## src/design/ilst_pkg.sv

```systemverilog
`timescale 1ns / 1ps
`default_nettype none
// ---------------------------------------------------------------------------
// ilst_pkg: shared types and constants for the indexed list unit
// Opcodes, status codes, stream field widths and the per-cell control bundle.
// ---------------------------------------------------------------------------
package ilst_pkg;

    // fixed field widths of the stream transactions
    localparam int OP_W       = 3;
    localparam int IDX_W      = 7;
    localparam int VAL_W      = 32;
    localparam int CNT_OUT_W  = 7;
    localparam int ST_W       = 2;
    localparam int IN_DATA_W  = 48;  // 42 bits of fields, padded to bytes
    localparam int OUT_DATA_W = 48;  // 41 bits of fields, padded to bytes

    // build defaults
    localparam int DEF_CAPACITY  = 64;
    localparam int DEF_WORD_BITS = 32;

    typedef enum logic [OP_W-1:0] {
        OP_APPEND = 3'd0,
        OP_INSERT = 3'd1,
        OP_REMOVE = 3'd2,
        OP_WRITE  = 3'd3,
        OP_READ   = 3'd4,
        OP_CLEAR  = 3'd5
    } t_op;

    typedef enum logic [ST_W-1:0] {
        ST_OK        = 2'd0,
        ST_BAD_INDEX = 2'd1,
        ST_FULL      = 2'd2
    } t_status;

    // broadcast to every cell; at most one bit set per cycle
    typedef struct packed {
        logic shift_up;  // insert: cells above index take left neighbor
        logic shift_dn;  // remove: cells at/above index take right neighbor
        logic write;     // overwrite the cell at index
    } t_cell_ctl;

endpackage : ilst_pkg
`default_nettype wire

```

## src/design/ilst_cell.sv

```systemverilog
`timescale 1ns / 1ps
`default_nettype none
// ---------------------------------------------------------------------------
// ilst_cell: one storage slot of the list
// Holds one element, shifts with its neighbors and drives its word onto the
// read OR-bus when addressed.
// ---------------------------------------------------------------------------
module ilst_cell
    import ilst_pkg::*;
#(
    parameter int POS       = 0,
    parameter int CW        = 7,
    parameter int WORD_BITS = DEF_WORD_BITS
) (
    input  wire logic                 i_clk,
    input  wire t_cell_ctl            i_ctl,
    input  wire logic [CW-1:0]        i_idx,
    input  wire logic [WORD_BITS-1:0] i_value,
    input  wire logic [WORD_BITS-1:0] i_left,
    input  wire logic [WORD_BITS-1:0] i_right,
    output logic      [WORD_BITS-1:0] o_data,
    output logic      [WORD_BITS-1:0] o_rd
);

    localparam logic [CW-1:0] MY_POS = CW'(POS);

    logic [WORD_BITS-1:0] r_data;
    logic [WORD_BITS-1:0] n_data;
    logic                 w_hit;
    logic                 w_above;

    assign w_hit   = (MY_POS == i_idx);
    assign w_above = (MY_POS > i_idx);

    always_comb begin
        n_data = r_data;
        if (i_ctl.shift_up) begin
            if (w_above) begin
                n_data = i_left;
            end else if (w_hit) begin
                n_data = i_value;
            end
        end else if (i_ctl.shift_dn) begin
            if (w_above || w_hit) begin
                n_data = i_right;
            end
        end else if (i_ctl.write && w_hit) begin
            n_data = i_value;
        end
    end

    always_ff @(posedge i_clk) begin
        r_data <= n_data;
    end

    assign o_data = r_data;
    assign o_rd   = w_hit ? r_data : '0;

endmodule : ilst_cell
`default_nettype wire

```

## config.mk

```make
export PLATFORM = sky130hd
export DESIGN_NAME = ilst_cell
export DESIGN_NICKNAME = d
export VERILOG_FILES = /design/src/design/ilst_pkg.sv /design/src/design/ilst_cell.sv
export SDC_FILE = /design/constraint.sdc
export NUM_CORES = 1
export LEC_CHECK = 0
export BUFFER_PORTS_ARGS = -buffer_cell sky130_fd_sc_hd__buf_2
export CAP_MARGIN = 25
export CORE_MARGIN = 2
export CORE_UTILIZATION = 40
export DETAILED_ROUTE_END_ITERATION = 7
export PLACE_DENSITY_LB_ADDON = 0.08
export SLEW_MARGIN = 20
export SYNTH_ARGS = -nofsm -noshare
export SYNTH_HDL_FRONTEND = slang
export SYNTH_SLANG_ARGS = --single-unit
```

## constraint.sdc

```tcl
create_clock -name i_clk -period 6.18 [get_ports i_clk]
set_input_delay 0.309 -clock i_clk [delete_from_list [all_inputs] [get_ports i_clk]]
set_output_delay 0.309 -clock i_clk [all_outputs]
set_load 0.05 [all_outputs]
```

Word-level counts from Yosys, hierarchy flattened

Index checks and enable logic that the tools add are counted.

Order comparisons: 1
Equality and inequality tests: 2
Reductions and logical operators: 5
Muxes and demuxes: 7

Operators by type and width:

| cell                                                         | number |
|---|---|
| two-way mux 32 bit                                           | 7 |
| greater-than comparator 1 x 7 -> 1 bit, first input constant | 1 |
| logical NOT 7 bit                                            | 1 |
| != test 3 x 1 -> 1 bit, second input constant                | 2 |
| AND reduction 3 bit                                          | 1 |
| nonzero test 3 bit                                           | 1 |
| logical AND 1 bit                                            | 1 |
| logical OR 1 bit                                             | 1 |

Input bits: 107
Register bits after elaboration: 32
Word-level logic and storage cells: 16

Depth between registers and ports, before layout

Gate-level depths: netlist of the first run.

Depth in word-level cells: 5
Gate-level depth with buffers: 4

Least setup slack after synthesis of the first run

No wires, ideal clock.

Path kind: input port to flip-flop
Start: input port i_idx[2]
End: register r_data[0], in the netlist o_data[0] (enable)
Data arrival time: 3.232 ns
Cell stages on the path: 3
Buffers on the path: 1
Data required time: 5.719 ns
Library setup time: 0.461 ns
Path slack: 2.487 ns
Path through: or4_4 -> buf_6 -> nor3_1

Longest elaborated chain between the ends: 4
Elaborated cells between the ends (all ways): 8
Those cells by class: order compare (1); eq/ne (2); reduce/logical (5)

Ends and longest elaborated chain:

| what                                                                                 | line                             | source |
|---|---|---|
| from (decl)                                                                          | ilst_cell.sv:17                  | `input wire logic [CW-1:0] i_idx,` |
| greater-than comparator 1 x 7 -> 1 bit / logical NOT 7 bit (equally long branches)   | ilst_cell.sv:33, ilst_cell.sv:32 |  |
| logical OR 1 bit / logical AND 1 bit (equally long branches)                         | ilst_cell.sv:44, ilst_cell.sv:47 |  |
| != test 3 x 1 -> 1 bit (no source line) / nonzero test 3 bit (equally long branches) | -                                |  |
| AND reduction 3 bit (no source line) *                                               | -                                |  |
| to (signal assigned)                                                                 | ilst_cell.sv:53                  | `r_data <= n_data;` |
| to (decl)                                                                            | ilst_cell.sv:27                  | `logic [WORD_BITS-1:0] r_data;` |

Mark *: on every way between the ends. The rest lies on a longest branch, timed or not.
A chain may end at the register's enable or synchronous reset.

Worst setup path after layout of the first run

Start: input port i_idx[3]
End: register r_data[1], in the netlist o_data[1] (enable)

The elaborated chain is that of the path after synthesis.

==> reports/metrics.csv, run 1 <==
metric,value,unit
run status,finished clean,
post-layout power,0.4978,mW
portion of netlist area occupied by mux cells,0.1902,
global-route total usage across every layer,0.1593,
number of CTS-inserted buffers,5,
CTS tree,built,
Yosys cell types,13,
Final Slew Violations,0,
synthesized instance count,145,
die boundary height,72.82,um
violation count after the first detailed-route iteration,38,
Leak,1.270,nW
total of hold buffers inserted after clock tree synthesis,0,
pin count of the biggest net entering global routing,34,
detailed-router iteration count before antenna repair,4,
final period utilization,0.3564,
Setup Viol. Count Final,0,
Compound-Gate Fraction of Synth Area,0,
synthesized net count,252,
area of the mapped netlist,1894,sq um
n_diodes,0,
met1 routing resource usage after global routing,0.1807,
width of the die,72.82,um
Max Cap Violations,0,
power density over the cells,185.7,nW/um^2
Core ar.,4629,sq um
xor and xnor fraction of the mapped netlist area,0,
area of the die,5302,sq um
main combinational cell family by area after synthesis,multiplexers,
Crit path required time,6.14,ns
endpoints failing hold,0,
relative area change from synthesis to final layout,41.48,%
critical path endpoint category,register,
number of DRC violations after detailed routing,0,
global-route layer with the greatest usage,met2,
post-synthesis adder-cell area fraction,0,
setup repair bufs after CTS,0,
fraction of final layout cells sized beyond drive strength 1,0.7509,
initial standard-cell utilization of the core,0.4092,
type of the most critical hold path,in -> reg,
routability-driven placement congestion ratio,0.7179,
vias post-DR,1493,
upper clock frequency limit,0.4540,GHz
setup total negative slack,0,ns
Tmin final,2.203,ns
RSZ-0062 raised after global routing,no,
total half-perimeter wirelength after legalization and detailed placement,3198,um
first-pass GRT wire length,6348,um
CP Launch Type,input port,
met2 Usage GRT,0.2818,
filler cell count in the final layout,425,
total of cells resized after clock tree synthesis,0,
Num Clock Sinks,32,
transition at the pin with the smallest max-transition slack,0.9296,ns
vias per cell,4.457,
VDD IR-drop max,0.1131,mV
proportion of synthesized chip area in sequential cells,0.5073,
number of buffers inserted by port buffering,138,
drt wl/cell,12.41,um
Critical Path Fanout Max,33,
CP arrival,2.16,ns
most frequent cells in the layout,"sky130_fd_sc_hd__buf_2, sky130_fd_sc_hd__inv_1, sky130_fd_sc_hd__edfxtp_1",
met3 routing resource usage after global routing,0.05387,
max-slew headroom at the worst pin,0.3803,
number of placement rows,25,
clock slew at the register clock pins of the worst setup and hold paths,0.07,ns
final net count,387,
crit path kind,in -> reg,
htree depth,2,
number of global-route vias before repair,1334,
Boundary Pins,171,
Synth Warn #,0,
synthesized area per cell,13.06,sq um
largest buffer count on any clock path,2,
post-synthesis register bit count,32,
clock tree root driver cell,sky130_fd_sc_hd__clkbuf_8,
GRT Residual Overflow,0,
max FFs per register,32,
simple-gate share of the synthesized area,0.1816,
total wire length after detailed routing,4159,um
initial antenna violation count,0,
Antenna Nets Post-Route,0,
"most common cell after layout, fill and taps aside",sky130_fd_sc_hd__buf_2,
-- final timing paths --
check   startpoint                   end  slack, ns  depth (start not counted)
max       i_idx[3]   o_data[1]$_DFFE_PP_       3.98                          4
min    i_value[26]  o_data[26]$_DFFE_PP_       0.32                          2
-- power breakdown --
part / total, mW / switching, mW / internal, mW
clock network: 0.193 / 0.0738 / 0.120
registers: 0.242 / 0.000519 / 0.242
logic: 0.0621 / 0.0285 / 0.0336
total: 0.498 / 0.103 / 0.395
-- critical path: stages --
cell and delay [ns]:
sky130_fd_sc_hd__buf_2 0.10, sky130_fd_sc_hd__or3_2 0.86, sky130_fd_sc_hd__nor3_2 0.53, sky130_fd_sc_hd__buf_4 0.35
-- routing by layer --
layer / wire, um / share of wire / vias up
met5: 0 / 0 / -
met4: 23 / 0.0055 / 0
li1: - / - / 762
met2: 2205 / 0.53 / 72
met1: 1623 / 0.39 / 657
met3: 306 / 0.074 / 2
-- cell families after synthesis --
group / after synthesis
flops: 32
buf+inv: 44
simple gates: 37
mux: 32
-- area by class of cell --
type / instances / area [sq um] / area share
repair buffers: 140 / 705.7 / 0.2633
inverters: 32 / 120.1 / 0.04482
clock buffers: 6 / 72.57 / 0.02708
flip-flops and latches: 32 / 960.9 / 0.3585
multi-input cells: 69 / 718.2 / 0.2680
well taps: 54 / 67.56 / 0.02521
clock inverters: 2 / 35.03 / 0.01307
-- synthesized netlist by cell type --
cell                        n  share of area
sky130_fd_sc_hd__nor2b_1    1         0.0033
sky130_fd_sc_hd__edfxtp_1  32           0.51
sky130_fd_sc_hd__or4_4      1         0.0059
sky130_fd_sc_hd__inv_1     32          0.063
sky130_fd_sc_hd__mux2_2    30           0.18
sky130_fd_sc_hd__mux2_1     2          0.012
sky130_fd_sc_hd__nor3_1     4          0.011
sky130_fd_sc_hd__clkbuf_1   2         0.0040
sky130_fd_sc_hd__or3_1      1         0.0033
sky130_fd_sc_hd__buf_2      6          0.016
sky130_fd_sc_hd__buf_12     3          0.032
sky130_fd_sc_hd__nor3_2    30           0.16
sky130_fd_sc_hd__buf_6      1         0.0059
-- through the flow --
stage	hold WS [ns]	setup slack [ns]	utilization	area, sq um	std cells
2_1_floorplan	0.5099	2.487	-	1894	145
3_3_place_gp	0.6040	3.057	0.5541	2565	326
3_5_place_dp	0.6089	3.636	0.5557	2572	327
4_1_cts	0.3102	3.943	0.5789	2680	335
5_1_grt	0.3156	3.866	0.5789	2680	335
6_report	0.3195	3.977	0.5789	2680	335
(Power assumes the default switching activity.)
==> run 2, diff against run 1 <==
CORE_UTILIZATION = 34   (was 40)
clock period = 2 ns   (was 6.18 ns; I/O delays follow)
==> run 2 against run 1 <==
Effect of this change:
- via count is 2.9% higher
- worst setup slack worse by 3.6 ns
- first-iteration DRC count is 2.6% lower
- wire length is 9.3% higher
- cell area is 1.4% higher
- die area is 17% higher
- global-route usage is 1.5 points lower
- power grew to 2.9 times the previous value
- largest cell class unchanged
- highest routed layer unchanged
==> reports/metrics.csv, run 2 (synthesis results as in run 1) <==
metric,value,unit
drt wl/cell,12.70,um
CP Launch Type,input port,
standard cell with the maximum stage delay on the critical path,sky130_fd_sc_hd__or4_4,
number of placement rows,27,
critical path endpoint category,output port,
final net count,392,
final period utilization,0.7952,
Hold Path Cell Cnt,2,
Setup Viol. Count Final,0,
number of CTS-inserted buffers,5,
number of buffers inserted by port buffering,138,
Worst path top cell family by delay,simple AND/OR/NAND/NOR gates,
global-route total usage across every layer,0.1445,
vias post-DR,1537,
vias per cell,4.293,
Crit path required time,1.90,ns
violation count after the first detailed-route iteration,37,
"most common cell after layout, fill and taps aside",sky130_fd_sc_hd__buf_2,
Core ar.,5439,sq um
detailed-router iteration count before antenna repair,3,
Critical Path Fanout Max,18,
fraction of final layout cells sized beyond drive strength 1,0.7483,
pin count of the biggest net entering global routing,33,
hold-critical path endpoint,o_data[26]$_DFFE_PP_,
total wire length after detailed routing,4545,um
total of cells resized after clock tree synthesis,0,
power density over the cells,523.4,nW/um^2
Hold Crit Start,i_value[26],
Hold WS,0.1144,ns
htree depth,2,
most frequent cells in the layout,"sky130_fd_sc_hd__buf_2, sky130_fd_sc_hd__inv_1, sky130_fd_sc_hd__edfxtp_1",
clock tree root driver cell,sky130_fd_sc_hd__clkbuf_8,
type of the most critical hold path,in -> reg,
CP arrival,1.49,ns
clock slew at the register clock pins of the worst setup and hold paths,0.07,ns
relative area change from synthesis to final layout,43.53,%
first-pass GRT wire length,6720,um
Num Clock Sinks,32,
VDD IR-drop max,0.3032,mV
CTS tree,built,
GRT Residual Overflow,0,
number of DRC violations after detailed routing,0,
endpoints failing hold,0,
highest cell delay on the worst timing path,0.56,ns
post-layout power,1.423,mW
RSZ-0062 raised after global routing,no,
max-slew headroom at the worst pin,0.7183,
run status,finished clean,
n_diodes,0,
Final Slew Violations,0,
Antenna Nets Post-Route,0,
Boundary Pins,171,
crit path buf inv count,3,
width of the die,78.64,um
routability-driven placement congestion ratio,0.6965,
initial standard-cell utilization of the core,0.3483,
Max Cap Violations,0,
crit path kind,in -> out,
upper clock frequency limit,0.6288,GHz
total half-perimeter wirelength after legalization and detailed placement,3420,um
largest buffer count on any clock path,2,
number of global-route vias before repair,1418,
Tmin final,1.590,ns
Leak,1.281,nW
most frequent cell on the critical path,sky130_fd_sc_hd__buf_2,
cells traversed along the worst timing path,buf_2 > or4_4 > buf_4 > nor3_2 > buf_2,
max FFs per register,32,
die boundary height,78.64,um
setup repair bufs after CTS,0,
total of hold buffers inserted after clock tree synthesis,0,
transition at the pin with the smallest max-transition slack,0.4226,ns
area of the die,6184,sq um
initial antenna violation count,0,
[run 2: layout make-up]
| type | instances | area (sq um) |
|---|---|---|
| repair buffers | 145 | 743.2 |
| clock buffers | 7 | 76.32 |
| inverters | 32 | 120.1 |
| multi-input cells | 69 | 724.4 |
| flip-flops and latches | 32 | 960.9 |
| clock inverters | 1 | 3.754 |
| well taps | 72 | 90.09 |
| fillers | 519 | 2720 |
[run 2: per-layer routing]
metal  up-vias  track usage  share of wire
met5         -            0              0
met4         0      0.05263         0.0084
met3         4      0.07471           0.13
met2        86       0.2291           0.45
met1       675       0.1665           0.41
li1        772            -              -
[run 2: worst max-delay path by stage]
stage	from	to	slack (ns)	cells after the start
final	i_idx[2]	o_rd[4]	0.41	5
after global routing	i_idx[2]	o_rd[3]	0.34	5
after CTS	i_idx[2]	o_rd[4]	0.39	5
after detailed placement	i_idx[2]	o_data[11]$_DFFE_PP_	0.39	4
after global placement	i_idx[2]	o_data[9]$_DFFE_PP_	0.39	4
after floorplan	i_idx[2]	o_data[0]$_DFFE_PP_	-0.01	3
[run 2: through the flow]
step / instance area, sq um / worst slack, ns / util / cells / TNS, ns
4_1_cts: 2719 / 0.3922 / 0.4999 / 358 / 0
5_1_grt: 2719 / 0.3422 / 0.4999 / 358 / 0
3_3_place_gp: 2639 / 0.3884 / 0.4852 / 350 / 0
6_report: 2719 / 0.4097 / 0.4999 / 358 / 0
3_5_place_dp: 2639 / 0.3878 / 0.4852 / 350 / 0
2_1_floorplan: 1906 / -0.01295 / - / 145 / -0.4145
[run 2: power breakdown]
part | internal [mW] | switching (mW) | total (mW)
logic | 0.108 | 0.0905 | 0.198
clock network | 0.242 | 0.233 | 0.475
registers | 0.747 | 0.00174 | 0.749
==> run 3, diff against run 2 <==
clock period = 1.4 ns   (was 2 ns; I/O delays follow)
==> run 3 against run 2 <==
Effect of this change:
- the flow now finishes with violations (setup timing)
- die area did not move
- largest cell class is now non-clock buffers
- largest power group unchanged
- first-iteration DRC count rose by 43%
- critical path depth did not move
- sequential share of layout area fell by 5.0 points
==> reports/metrics.csv, run 3 (synthesis results as in run 1) <==
metric,value,unit
endpoints failing hold,0,
VDD IR-drop max,0.5367,mV
CP Launch Type,input port,
largest buffer count on any clock path,2,
total half-perimeter wirelength after legalization and detailed placement,3454,um
number of placement rows,27,
number of CTS-inserted buffers,5,
worst slack after detailed placement,-0.1427,ns
Antenna Nets Post-Route,0,
Final Slew Violations,0,
CTS tree,built,
Num Clock Sinks,32,
Crit path required time,1.33,ns
type of the most critical hold path,in -> reg,
initial antenna violation count,0,
Core ar.,5439,sq um
die boundary height,78.64,um
n_diodes,0,
Critical path origin,i_idx[2],
Max Cap Violations,0,
share of the core filled with cells,0.5816,
global-route total usage across every layer,0.1488,
multi-input gate area in the final layout,925.9,sq um
upper clock frequency limit,0.7072,GHz
"most common cell after layout, fill and taps aside",sky130_fd_sc_hd__buf_2,
filler cell count in the final layout,480,
power density over the cells,634.1,nW/um^2
drt wl/cell,12.66,um
Boundary Pins,171,
htree depth,2,
Critical Path Fanout Max,17,
critical path endpoint category,output port,
transition at the pin with the smallest max-transition slack,0.3478,ns
CP arrival,1.34,ns
width of the die,78.64,um
number of global-route vias before repair,1565,
routability-driven placement congestion ratio,0.6489,
vias per cell,4.368,
relative area change from synthesis to final layout,66.97,%
max-slew headroom at the worst pin,0.7663,
final net count,390,
Setup Viol. Count Final,11,
vias post-DR,1542,
cell total after placement,348,
area of the die,6184,sq um
crit path kind,in -> out,
fraction of final layout cells sized beyond drive strength 1,0.7616,
clock tree root driver cell,sky130_fd_sc_hd__clkbuf_8,
capturing instance or port of the critical path,o_rd[11],
setup total negative slack,-0.07797,ns
Post-Layout Inst Area,3163,sq um
Hold WS,0.09221,ns
Area after DPL,2878,sq um
violation count after the first detailed-route iteration,53,
RSZ-0062 raised after global routing,yes,
clock slew at the register clock pins of the worst setup and hold paths,0.06,ns
detailed-router iteration count before antenna repair,2,
run status,"finished, violations left",
filler-free cell count of the finished design,353,
max FFs per register,32,
post-layout power,2.006,mW
setup repair bufs after CTS,0,
most frequent cells in the layout,"sky130_fd_sc_hd__buf_2, sky130_fd_sc_hd__buf_6, sky130_fd_sc_hd__inv_1, sky130_fd_sc_hd__edfxtp_1, sky130_fd_sc_hd__nor3_4",
Tmin final,1.414,ns
total wire length after detailed routing,4470,um
pin count of the biggest net entering global routing,33,
first-pass GRT wire length,7079,um
area taken by flip-flops and latches,960.9,sq um
violations in the final reports,setup timing,
final period utilization,1.010,
number of DRC violations after detailed routing,0,
Leak,1.521,nW
initial standard-cell utilization of the core,0.3483,
GRT Residual Overflow,0,
minimum setup slack in the final design,-0.01409,ns
number of buffers inserted by port buffering,138,
run 3: worst max-delay path: stages:
cell and delay, ns:
sky130_fd_sc_hd__buf_6 0.09, sky130_fd_sc_hd__or4_4 0.59, sky130_fd_sc_hd__buf_12 0.21, sky130_fd_sc_hd__nor3_4 0.18, sky130_fd_sc_hd__buf_6 0.18
run 3: worst min-delay path by stage:
stage	start	cells past startpoint	to
2_1_floorplan	i_value[19]	1	o_data[19]$_DFFE_PP_
3_3_place_gp	i_value[19]	2	o_data[19]$_DFFE_PP_
3_5_place_dp	i_value[19]	2	o_data[19]$_DFFE_PP_
4_1_cts	i_value[19]	2	o_data[19]$_DFFE_PP_
5_1_grt	i_value[13]	2	o_data[13]$_DFFE_PP_
6_report	i_value[19]	2	o_data[19]$_DFFE_PP_
run 3: cell type report:
| type | count | share of cell area |
|---|---|---|
| well taps | 72 | 0.02848 |
| multi-input cells | 69 | 0.2927 |
| repair buffers | 143 | 0.3153 |
| flip-flops and latches | 32 | 0.3038 |
| inverters | 32 | 0.03797 |
| clock buffers | 5 | 0.02176 |
run 3: timing repair:
item | 4_1_cts | 5_1_grt
gates resized for setup | 65 | 2
hold buffers | 0 | 0
endpoints found under the setup margin | 32 | 32
run 3: power by group:
part	switching [mW]	internal, mW	total [mW]
clock network	0.288	0.319	0.608
logic	0.156	0.171	0.327
registers	0.00258	1.07	1.07
run 3: metal layers:
layer | up-vias | track usage | routed length [um]
met5 | - | 0 | 0
met4 | 0 | 0.03860 | 55
met3 | 6 | 0.06667 | 501
met2 | 78 | 0.2675 | 2296
met1 | 690 | 0.1576 | 1617
li1 | 768 | - | -
